File: config.mk
export PLATFORM = sky130hd
export DESIGN_NAME = mpeg_audio_frame_size_top
export DESIGN_NICKNAME = d
export VERILOG_FILES = /design/src/hw/rtl/mafs_pkg.sv /design/src/hw/rtl/mafs_decode.sv /design/src/hw/rtl/mpeg_audio_frame_size_top.sv
export SDC_FILE = /design/constraint.sdc
export NUM_CORES = 1
export LEC_CHECK = 0
export ABC_AREA = 1
export BUFFER_PORTS_ARGS = -buffer_cell sky130_fd_sc_hd__buf_2
export CAP_MARGIN = 0
export CORE_ASPECT_RATIO = 1.75
export CORE_MARGIN = 2
export CORE_UTILIZATION = 57
export DETAILED_ROUTE_END_ITERATION = 16
export HOLD_SLACK_MARGIN = 0.12
export PLACE_DENSITY = 0.76
export REMOVE_ABC_BUFFERS = 1
export SYNTH_ARGS = -nofsm -noshare
export SYNTH_HDL_FRONTEND = slang
export SYNTH_SLANG_ARGS = --single-unit
File: constraint.sdc
create_clock -name clk -period 7.65 [get_ports clk]
set_clock_uncertainty 0.15 [all_clocks]
set_input_delay 2.295 -clock clk [delete_from_list [all_inputs] [get_ports clk]]
set_output_delay 2.295 -clock clk [all_outputs]
set_load 0.02 [all_outputs]
File: src/hw/rtl/mafs_pkg.sv
// ----------------------------------------------------------------------------
// mafs_pkg: MPEG audio frame size shared types and tables
// Bitrate tables, sample-rate divisor classes and the decode record
// passed from the header decoder into the length pipeline.
// ----------------------------------------------------------------------------
package mafs_pkg;

	localparam int HdrW   = 24;
	localparam int BytesW = 12;
	localparam int KbpsW  = 9;
	localparam int CoefW  = 13;
	localparam int NumW   = 20;
	localparam int RecipW = 26;
	localparam int DivW   = 9;
	localparam int PadW   = 3;
	localparam int RecipShift = 30;

	// version codes
	localparam logic [1:0] VER_25  = 2'b00;
	localparam logic [1:0] VER_RSV = 2'b01;
	localparam logic [1:0] VER_2   = 2'b10;
	localparam logic [1:0] VER_1   = 2'b11;

	// layer codes
	localparam logic [1:0] LAY_RSV = 2'b00;
	localparam logic [1:0] LAY_3   = 2'b01;
	localparam logic [1:0] LAY_2   = 2'b10;
	localparam logic [1:0] LAY_1   = 2'b11;

	localparam logic [3:0] BRI_BAD = 4'd15;
	localparam logic [1:0] SRI_BAD = 2'd3;

	// sample rate family: rate = base / 2^k, 1000/base reduces to 10/441, 1/48, 1/32
	typedef enum logic [1:0] {
		DIV_441 = 2'd0,
		DIV_48  = 2'd1,
		DIV_32  = 2'd2
	} div_sel_t;

	typedef struct packed {
		logic               ok;
		logic [CoefW-1:0]   coef;     // spf/8 * 2^k, times 10 for the 44.1k family
		logic [KbpsW-1:0]   kbps;
		div_sel_t           dsel;
		logic [PadW-1:0]    pad_add;
	} mafs_dec_t;

	function automatic logic [DivW-1:0] mafs_divisor(input div_sel_t d);
		logic [DivW-1:0] r;
		case (d)
			DIV_441: r = 9'd441;
			DIV_48:  r = 9'd48;
			default: r = 9'd32;
		endcase
		return r;
	endfunction

	// floor(2^30 / divisor); estimate lands at q or q-1
	function automatic logic [RecipW-1:0] mafs_recip(input div_sel_t d);
		logic [RecipW-1:0] r;
		case (d)
			DIV_441: r = 26'd2434788;
			DIV_48:  r = 26'd22369621;
			default: r = 26'd33554432;
		endcase
		return r;
	endfunction

	function automatic logic [KbpsW-1:0] mafs_kbps(input logic [1:0] ver,
			input logic [1:0] lay, input logic [3:0] bri);
		logic [KbpsW-1:0] r;
		r = '0;
		if (ver == VER_1) begin
			unique case (lay)
				LAY_1: case (bri)
					4'd1: r = 9'd32;   4'd2: r = 9'd64;   4'd3: r = 9'd96;
					4'd4: r = 9'd128;  4'd5: r = 9'd160;  4'd6: r = 9'd192;
					4'd7: r = 9'd224;  4'd8: r = 9'd256;  4'd9: r = 9'd288;
					4'd10: r = 9'd320; 4'd11: r = 9'd352; 4'd12: r = 9'd384;
					4'd13: r = 9'd416; 4'd14: r = 9'd448; default: r = '0;
				endcase
				LAY_2: case (bri)
					4'd1: r = 9'd32;   4'd2: r = 9'd48;   4'd3: r = 9'd56;
					4'd4: r = 9'd64;   4'd5: r = 9'd80;   4'd6: r = 9'd96;
					4'd7: r = 9'd112;  4'd8: r = 9'd128;  4'd9: r = 9'd160;
					4'd10: r = 9'd192; 4'd11: r = 9'd224; 4'd12: r = 9'd256;
					4'd13: r = 9'd320; 4'd14: r = 9'd384; default: r = '0;
				endcase
				default: case (bri)
					4'd1: r = 9'd32;   4'd2: r = 9'd40;   4'd3: r = 9'd48;
					4'd4: r = 9'd56;   4'd5: r = 9'd64;   4'd6: r = 9'd80;
					4'd7: r = 9'd96;   4'd8: r = 9'd112;  4'd9: r = 9'd128;
					4'd10: r = 9'd160; 4'd11: r = 9'd192; 4'd12: r = 9'd224;
					4'd13: r = 9'd256; 4'd14: r = 9'd320; default: r = '0;
				endcase
			endcase
		end else if (lay == LAY_1) begin
			case (bri)
				4'd1: r = 9'd32;   4'd2: r = 9'd48;   4'd3: r = 9'd56;
				4'd4: r = 9'd64;   4'd5: r = 9'd80;   4'd6: r = 9'd96;
				4'd7: r = 9'd112;  4'd8: r = 9'd128;  4'd9: r = 9'd144;
				4'd10: r = 9'd160; 4'd11: r = 9'd176; 4'd12: r = 9'd192;
				4'd13: r = 9'd224; 4'd14: r = 9'd256; default: r = '0;
			endcase
		end else begin
			case (bri)
				4'd1: r = 9'd8;    4'd2: r = 9'd16;   4'd3: r = 9'd24;
				4'd4: r = 9'd32;   4'd5: r = 9'd40;   4'd6: r = 9'd48;
				4'd7: r = 9'd56;   4'd8: r = 9'd64;   4'd9: r = 9'd80;
				4'd10: r = 9'd96;  4'd11: r = 9'd112; 4'd12: r = 9'd128;
				4'd13: r = 9'd144; 4'd14: r = 9'd160; default: r = '0;
			endcase
		end
		return r;
	endfunction

endpackage

File: src/hw/rtl/mafs_decode.sv
// ----------------------------------------------------------------------------
// mafs_decode: header field decoder
// Checks sync and reserved codes, looks up bitrate and builds the scaled
// numerator coefficient and divisor class for the length pipeline.
// ----------------------------------------------------------------------------
module mafs_decode (
	input  logic [mafs_pkg::HdrW-1:0] header_word,
	output mafs_pkg::mafs_dec_t       dec
);
	import mafs_pkg::*;

	logic [7:0]  b0, b1, b2;
	logic [1:0]  ver, lay, sri;
	logic [3:0]  bri;
	logic        pad;
	logic [7:0]  spf8;
	logic [CoefW-1:0] base_c;
	logic [1:0]  ksh;

	assign b0  = header_word[23:16];
	assign b1  = header_word[15:8];
	assign b2  = header_word[7:0];
	assign ver = b1[4:3];
	assign lay = b1[2:1];
	assign bri = b2[7:4];
	assign sri = b2[3:2];
	assign pad = b2[1];

	always_comb begin
		dec.ok = (b0 == 8'hFF) && (b1[7:5] == 3'b111) && (ver != VER_RSV) &&
			(lay != LAY_RSV) && (bri != BRI_BAD) && (sri != SRI_BAD);

		unique case (lay)
			LAY_1:   spf8 = 8'd48;
			LAY_2:   spf8 = 8'd144;
			default: spf8 = (ver == VER_1) ? 8'd144 : 8'd72;
		endcase

		// halved sample rate doubles the quotient
		unique case (ver)
			VER_1:   ksh = 2'd0;
			VER_2:   ksh = 2'd1;
			default: ksh = 2'd2;
		endcase

		unique case (sri)
			2'd0:    dec.dsel = DIV_441;
			2'd1:    dec.dsel = DIV_48;
			default: dec.dsel = DIV_32;
		endcase

		base_c = {5'd0, spf8} << ksh;
		dec.coef = (dec.dsel == DIV_441) ? ((base_c << 3) + (base_c << 1)) : base_c;
		dec.kbps = mafs_kbps(ver, lay, bri);

		if (!pad)
			dec.pad_add = '0;
		else if (lay == LAY_1)
			dec.pad_add = 3'd4;
		else
			dec.pad_add = 3'd1;
	end

endmodule

File: src/hw/rtl/mpeg_audio_frame_size_top.sv
// ----------------------------------------------------------------------------
// mpeg_audio_frame_size_top: MPEG audio frame length from a header
// Five-stage pipeline: decode, numerator product, reciprocal multiply,
// back-multiply, remainder fix-up with padding.
// ----------------------------------------------------------------------------
//  channel | direction | handshake             | payload
//  in      | sink      | in_valid / in_stall   | header_word[23:0]
//  out     | source    | out_valid / out_stall | frame_bytes[11:0], header_valid
//
// One header per cycle while the output is not stalled, with the 20x26 reciprocal
// multiply and the 12x9 back-multiply each in a pipeline stage of their own.
// arst_n clears the stage valid bits only.
// Each stage holds when the next one is full and stalled, so bubbles fill in
// while the output waits; in_stall rises only when all five stages are full.
// ----------------------------------------------------------------------------
module mpeg_audio_frame_size_top (
	input  logic                          clk,
	input  logic                          arst_n,
	input  logic                          in_valid,
	output logic                          in_stall,
	input  logic [mafs_pkg::HdrW-1:0]     header_word,
	output logic                          out_valid,
	input  logic                          out_stall,
	output logic [mafs_pkg::BytesW-1:0]   frame_bytes,
	output logic                          header_valid
);
	import mafs_pkg::*;

	localparam int ProdW = NumW + RecipW;
	localparam int QdW   = BytesW + DivW;

	mafs_dec_t dec;

	logic v_s1, v_s2, v_s3, v_s4, v_s5;
	logic en1, en2, en3, en4, en5;

	mafs_dec_t          dec_s1;
	logic               ok_s2, ok_s3, ok_s4;
	div_sel_t           dsel_s2, dsel_s3, dsel_s4;
	logic [PadW-1:0]    pad_s2, pad_s3, pad_s4;
	logic [NumW-1:0]    num_s2, num_s3, num_s4;
	logic [BytesW-1:0]  q0_s3, q0_s4;
	logic [QdW-1:0]     qd_s4;
	logic [BytesW-1:0]  bytes_s5;
	logic               ok_s5;

	logic [CoefW+KbpsW-1:0] num_full;
	logic [ProdW-1:0]       prod;
	logic [QdW-1:0]         qd;
	logic [NumW-1:0]        rem;
	logic                   fix;

	mafs_decode u_decode (
		.header_word (header_word),
		.dec         (dec)
	);

	assign en5 = !v_s5 || !out_stall;
	assign en4 = !v_s4 || en5;
	assign en3 = !v_s3 || en4;
	assign en2 = !v_s2 || en3;
	assign en1 = !v_s1 || en2;
	assign in_stall = !en1;

	always_ff @(posedge clk or negedge arst_n) begin
		if (!arst_n) begin
			v_s1 <= 1'b0;
			v_s2 <= 1'b0;
			v_s3 <= 1'b0;
			v_s4 <= 1'b0;
			v_s5 <= 1'b0;
		end else begin
			if (en1) v_s1 <= in_valid;
			if (en2) v_s2 <= v_s1;
			if (en3) v_s3 <= v_s2;
			if (en4) v_s4 <= v_s3;
			if (en5) v_s5 <= v_s4;
		end
	end

	assign num_full = dec_s1.coef * dec_s1.kbps;
	assign prod     = num_s2 * mafs_recip(dsel_s2);
	assign qd       = q0_s3 * mafs_divisor(dsel_s3);
	assign rem      = num_s4 - qd_s4[NumW-1:0];
	// estimate is short by at most one
	assign fix      = (rem >= {{(NumW-DivW){1'b0}}, mafs_divisor(dsel_s4)});

	always_ff @(posedge clk) begin
		if (en1)
			dec_s1 <= dec;
		if (en2) begin
			ok_s2   <= dec_s1.ok;
			dsel_s2 <= dec_s1.dsel;
			pad_s2  <= dec_s1.pad_add;
			num_s2  <= num_full[NumW-1:0];
		end
		if (en3) begin
			ok_s3   <= ok_s2;
			dsel_s3 <= dsel_s2;
			pad_s3  <= pad_s2;
			num_s3  <= num_s2;
			q0_s3   <= prod[RecipShift +: BytesW];
		end
		if (en4) begin
			ok_s4   <= ok_s3;
			dsel_s4 <= dsel_s3;
			pad_s4  <= pad_s3;
			num_s4  <= num_s3;
			q0_s4   <= q0_s3;
			qd_s4   <= qd;
		end
		if (en5) begin
			ok_s5    <= ok_s4;
			bytes_s5 <= ok_s4 ? (q0_s4 + {{(BytesW-1){1'b0}}, fix} +
				{{(BytesW-PadW){1'b0}}, pad_s4}) : '0;
		end
	end

	assign out_valid    = v_s5;
	assign frame_bytes  = bytes_s5;
	assign header_valid = ok_s5;

endmodule

### Yosys cells after proc, flatten, opt, wreduce, memory -nomap -nowiden

Memories as Yosys holds them, arrays and structs flattened.
Index checks and enable logic that the tools add are counted.

| word-level totals | value |
|---|---|
| memories kept | 5 |
| register bits after elaboration | 168 |
| word-level logic and storage cells | 89 |
| ROM bits | 432 |
| input port bits | 28 |

Memories:

| name | words | bits a word | rd ports | clocked after Yosys merged registers in | write ports | line | source |
|---|---|---|---|---|---|---|---|
| (no name shown) | 16 | 6 | 1 | 0 | 0 | mafs_pkg.sv:82 | `LAY_2: case (bri)` |
| (no name shown) | 16 | 6 | 1 | 0 | 0 | mafs_pkg.sv:89 | `default: case (bri)` |
| (no name shown) | 16 | 6 | 1 | 0 | 0 | mafs_pkg.sv:98 | `case (bri)` |
| (no name shown) | 16 | 5 | 1 | 0 | 0 | mafs_pkg.sv:106 | `case (bri)` |
| (no name shown) | 16 | 4 | 1 | 0 | 0 | mafs_pkg.sv:75 | `LAY_1: case (bri)` |

| operators by class | value |
|---|---|
| magnitude comparators | 1 |
| shift operators | 1 |
| muxes and demuxes | 12 |
| multiply operators | 3 |
| equality and inequality tests | 13 |
| add/sub/neg operators | 4 |
| reductions and logical operators | 23 |

Operators with widths:

| kind | count |
|---|---|
| $pmux 9 s2 | 3 |
| $pmux 26 s2 | 1 |
| $mul 20x26->42 | 1 |
| $ge 20x9->1 | 1 |
| $mul 12x9->20 | 1 |
| $mul 13x9->20 | 1 |
| $sub 20x20->20 | 1 |
| $mux 9 | 2 |
| $pmux 8 s2 | 1 |
| $add 13x13->13 | 1 |
| $mux 13 | 1 |
| $shl 8x2->13 | 1 |
| $add 12x1->12 | 1 |
| $add 12x3->12 | 1 |
| $logic_not 2->1 | 5 |
| $eq 2x1->1 const B | 4 |
| $eq 2x2->1 const B | 4 |
| $eq 8x8->1 const B | 1 |
| $mux 8 | 1 |
| $pmux 2 s2 | 2 |
| $logic_not 1->1 | 7 |
| $logic_and 1x1->1 | 5 |
| $logic_or 1x1->1 | 5 |
| $ne 4x4->1 const B | 1 |
| 5 further kinds | 5 |

### Depth between registers and ports, before layout

| logic depth | value |
|---|---|
| depth after elaboration | 7 |
| gate-level depth with buffers | 30 |
| gate-level depth less buffers | 30 |

### Cells and area by module

Synthesis repeated with hierarchy kept, for this count alone.

| second synthesis, totals | value |
|---|---|
| cells, all modules | 2,786 |
| area total of the unflattened synthesis | 25,054.0 um^2 |

Modules (own cells, without submodules):

| module | times used | cells each | area each (um^2) | seq. area each (um^2) |
|---|---|---|---|---|
| mpeg_audio_frame_size_top | 1 | 2,596 | 24,063.1 | 5,019.8 |
| mafs_decode | 1 | 190 | 991.0 | 0.0 |

### Least setup slack after synthesis

Ideal clock, no wire load.

| timing path | value |
|---|---|
| path kind | input -> output |
| start | input out_stall |
| end | output in_stall |
| slack | -87 ps |
| stages | 8 |
| required time | 5,205 ps |
| data arrival time | 5,292 ps |
| cell sequence | nand2_1 > nor2_1 > inv_1 > nor2_1 > inv_1 > nor2_1 > inv_1 > nor2_1 |

| between the ends | value |
|---|---|
| cells in the longest elaborated chain, start to end | 7 |

Ends and longest elaborated chain:

| item | line | source |
|---|---|---|
| start: declaration | mpeg_audio_frame_size_top.sv:23 | `input logic out_stall,` |
| $logic_not 1->1 | mpeg_audio_frame_size_top.sv:58 | `assign en5 = !v_s5 \|\| !out_stall;` |
| $logic_or 1x1->1 | mpeg_audio_frame_size_top.sv:58 |  |
| $logic_or 1x1->1 | mpeg_audio_frame_size_top.sv:59 | `assign en4 = !v_s4 \|\| en5;` |
| via en4 | mpeg_audio_frame_size_top.sv:35 | `logic en1, en2, en3, en4, en5;` |
| $logic_or 1x1->1 | mpeg_audio_frame_size_top.sv:60 | `assign en3 = !v_s3 \|\| en4;` |
| via en3 | mpeg_audio_frame_size_top.sv:35 |  |
| $logic_or 1x1->1 | mpeg_audio_frame_size_top.sv:61 | `assign en2 = !v_s2 \|\| en3;` |
| via en2 | mpeg_audio_frame_size_top.sv:35 |  |
| $logic_or 1x1->1 | mpeg_audio_frame_size_top.sv:62 | `assign en1 = !v_s1 \|\| en2;` |
| $logic_not 1->1 | mpeg_audio_frame_size_top.sv:63 | `assign in_stall = !en1;` |
| end: declaration | mpeg_audio_frame_size_top.sv:20 | `output logic in_stall,` |

The timed path passes the listed nets, and every way through them passes these cells.

### Worst setup path after layout

| timing path | value |
|---|---|
| start | register dsel_s2[1] |
| end | register q0_s3[8], data pin |

| between the ends | value |
|---|---|
| cells in the longest elaborated chain, start to end | 3 |

Ends and longest elaborated chain:

| item | line | source |
|---|---|---|
| start: declaration | mpeg_audio_frame_size_top.sv:39 | `div_sel_t dsel_s2, dsel_s3, dsel_s4;` |
| start signal: assignment | mpeg_audio_frame_size_top.sv:93 | `dsel_s2 <= dec_s1.dsel;` |
| $eq 2x1->1 or $logic_not 2->1 (tied branches) | mafs_pkg.sv:61 | `case (d)` |
| $pmux 26 s2 (*) | mafs_pkg.sv:61 |  |
| $mul 20x26->42 (*) | mpeg_audio_frame_size_top.sv:82 | `assign prod = num_s2 * mafs_recip(dsel_s2);` |
| via prod[38] | mpeg_audio_frame_size_top.sv:48 | `logic [ProdW-1:0] prod;` |
| end signal: assignment | mpeg_audio_frame_size_top.sv:102 | `q0_s3 <= prod[RecipShift +: BytesW];` |
| end: declaration | mpeg_audio_frame_size_top.sv:42 | `logic [BytesW-1:0] q0_s3, q0_s4;` |

The timed path passes the listed nets; every way through them passes the cells marked *.
A chain may end at the register's enable or synchronous reset.

==> metrics.md <==
| Metric | Value |
|---|---|
| Status | complete, no violations |
| DR pass1 iterations | 5 |
| Post-synthesis cell count | 1927 |
| Slew of the pin with the lowest slew margin | 0.765 ns |
| Post-Synth XOR/XNOR Area | 0.0309 |
| Layout cells sized above 1 | 0.0566 |
| Final hold viol count | 0 |
| Largest family of logic cells by synthesized area | adder cells |
| Crit-path most repeated cell | inv_1 |
| Post-CTS Setup Repair Bufs | 0 |
| Starting Density | 0.578 |
| Post-synth cell types | 51 |
| Final setup viols | 0 |
| Avg Cell Area, Syn | 9.42 µm² |
| Post-CTS sizing | 0 |
| Io pins | 43 |
| Commonest non-fill, non-tap cell in the layout | inv_1 |
| Crit path launch type | register |
| Max clock buf depth | 2 |
| Drt drc | 0 |
| Crit share post-route | 0.928 |
| Via count | 13.1k |
| Initial antenna violation count | 0 |
| CP Class | register to register |
| Final Slew Violations | 0 |
| Register area | 4180 µm² |
| Cells on worst reg2reg path | 24 |
| Largest net degree at the start of global routing | 53 |
| Vias in the first global route | 14.0k |
| TritonCTS Sinks | 140 |
| Hold WC Path Type | register to register |
| All-Layer GR Usage | 0.274 |
| Routed wire length | 43800 µm |
| Die W | 139 µm |
| Fraction of the yosys area taken by sequential cells | 0.230 |
| Critical Path Fanout Max | 11 |
| Worst slack at placement | 0.666 ns |
| Final GP Congestion | 1.04 |
| Arrival @ worst endpoint | 7.13 ns |
| Adder-cell share of the synthesized area | 0.459 |
| Clk slew on worst S/H paths | 0.06 ns |
| # rows | 86 |
| Most frequent cells in the layout | inv_1 (507), ha_1 (275), nand2_1 (247) |
| CP Cell Sequence | nor2_4, inv_1, nor2_1, inv_1, fa_1, fa_1, inv_1, fa_1, fa_1, inv_1, fa_1, inv_1, ha_1, ha_1, ha_1, nand2_1, nor2_1, inv_1, nor3_1, nand2_1, o2111ai_1, nand3_1, nand2_1, xor2_1 |
| Later-pin clock latency in the skew report | 0.44 ns |
| Async S/R FF share, synth | 0.0357 |
| CP max stage cell | fa_1 |
| Worst hold margin | 0.270 ns |
| Via density | 5.48 |
| Critical path required time | 7.68 ns |
| CP max stage delay | 0.59 ns |
| Compound-Gate Fraction of Synth Area | 0.0590 |
| Fin crit period | 7.10 ns |
| Final core utilization | 0.620 |
| Mux contribution to synthesized area | 0 |
| Prevailing post-synth register cell | edfxtp_1 |
| EDFF count, synth | 135 |
| GRT overflow | 0 |
| Root buffer cell | clkbuf_16 |
| Yosys Warn Count | 0 |
| RSZ-0062 raised after global routing | no |
| Final worst slack | 0.552 ns |
| Dpl hpwl | 38200 µm |
| CP Capture Type | register |
| Area Growth Syn to Fin | 7.33% |
| Synthesis-stage register bit count | 140 |
| Antenna diode count | 0 |
| # hold bufs at CTS | 0 |
| Fill cell count | 2652 |
| Initial DRC count | 600 |
| First-pass GRT wire length | 69800 µm |
| CTS Buf Count | 17 |
| Drt wl/cell | 18.3 µm |
| CTS tree | yes |
| Quantity of I/O buffers inserted on ports | 40 |
| Total of max-cap violations | 0 |
| Die H | 240 µm |
| Post-Synth Simple-Gate Area | 0.111 |
| Mapped Area | 18200 µm² |
| Nets | 2531 |
| # H-tree levels | 4 |
| Die area | 33400 µm² |
| Placed Cells incl. Taps | 2361 |
| Core region area | 31400 µm² |
| Hold depth | 0 |
| F_max | 141 MHz |
| Slew HR | 0.490 |
| Area occupied by multi-input gates | 12000 µm² |
| Antenna-violating nets left | 0 |
| Final std cells w/o fill | 2393 |
## Yosys cell counts (3+ instances only)
cell type  number  area (µm²)
xnor2_1        20         175
xor2_1         44         385
o31ai_1         5        37.5
o21ai_1         3        15.0
clkbuf_1       16        60.1
a211oi_1        3        22.5
o211ai_1        4        30.0
nand2_1       247         927
inv_1         508        1910
o221ai_1        6        52.6
nor2_1        152         571
edfxtp_1      135        4050
o21a_1          5        37.5
nor3_1         16        80.1
nand4_1         9        56.3
nand3_1        39         195
or2_2           4        25.0
a21oi_1        86         430
a31oi_1         7        43.8
o21ai_0        41         205
ha_1          275        3440
fa_1          244        4880
dfrtp_1         5         125
nand2_2         5        31.3
nor4_1          6        37.5
a21o_1          5        37.5
inv_2           4        15.0
## worst max-delay path: cells and delay by family, from the launching register on
family / cells / cell delay (ns)
XOR/XNOR: 1 / 0.06
adder cells (fa/ha/maj): 8 / 3.69
AND/OR/NAND/NOR: 8 / 1.35
flip-flops: 1 / 0.54
AO/OA/AOI/OAI: 1 / 0.43
buffers and inverters: 6 / 0.60
## final cells by class
class | instances | share of cell area
Clock buffer | 17 | 0.0218
Clock inverter | 15 | 0.00892
Inverter | 513 | 0.0989
Multi-Input combinational cell | 1258 | 0.615
Sequential cell | 140 | 0.214
Tap cell | 396 | 0.0254
Timing Repair Buffer | 54 | 0.0157
## logic make-up (layout without fill, tap and decap cells)
kind of cell,count (synthesis),count (layout)
other,1,3
XOR/XNOR,64,64
flip-flops,140,140
adder cells (fa/ha/maj),519,519
AO/OA/AOI/OAI,183,183
AND/OR/NAND/NOR,489,489
buffers and inverters,531,599
## registers in the layout, indices dropped and copies added (netlist names), 12 cells and up
name	flops
num_s2	14
num_s4	14
dec_s1	21
num_s3	14
q0_s4	12
q0_s3	12
qd_s4	20
frame_bytes	12
## metrics by stage
| stage | instance area [µm²] | TNS (ns) |
|---|---|---|
| floorplan | 18100 | -0.0870 |
| global placement | 18900 | 0 |
| detailed placement | 18900 | 0 |
| CTS | 19500 | 0 |
| global route | 19500 | 0 |
| finish | 19500 | 0 |
## path summary, 6_finish.rpt
path | startpoint | endpoint | slack [ns]
worst max register to register | dsel_s2[1] | q0_s3[8] | 0.55
max in group asynchronous | arst_n | v_s4 | 5.71
worst min-delay path | dec_s1[0] | pad_s2[0] | 0.27
worst min register to register | dec_s1[0] | pad_s2[0] | 0.27
min in group asynchronous | arst_n | out_valid | 1.51
worst max-delay path | dsel_s2[1] | q0_s3[8] | 0.55
## routing by layer
metal  part of all wire  vias up  global-route usage
met3              0.031      175              0.0295
met4              0.082        0               0.200
met5                  0        -                   0
met1               0.33     6397               0.270
li1                   -     6145                   -
met2               0.56      388               0.524
Power is not shown: default switching activity piles up to over one toggle a cycle in this logic, so the estimate is an artifact.
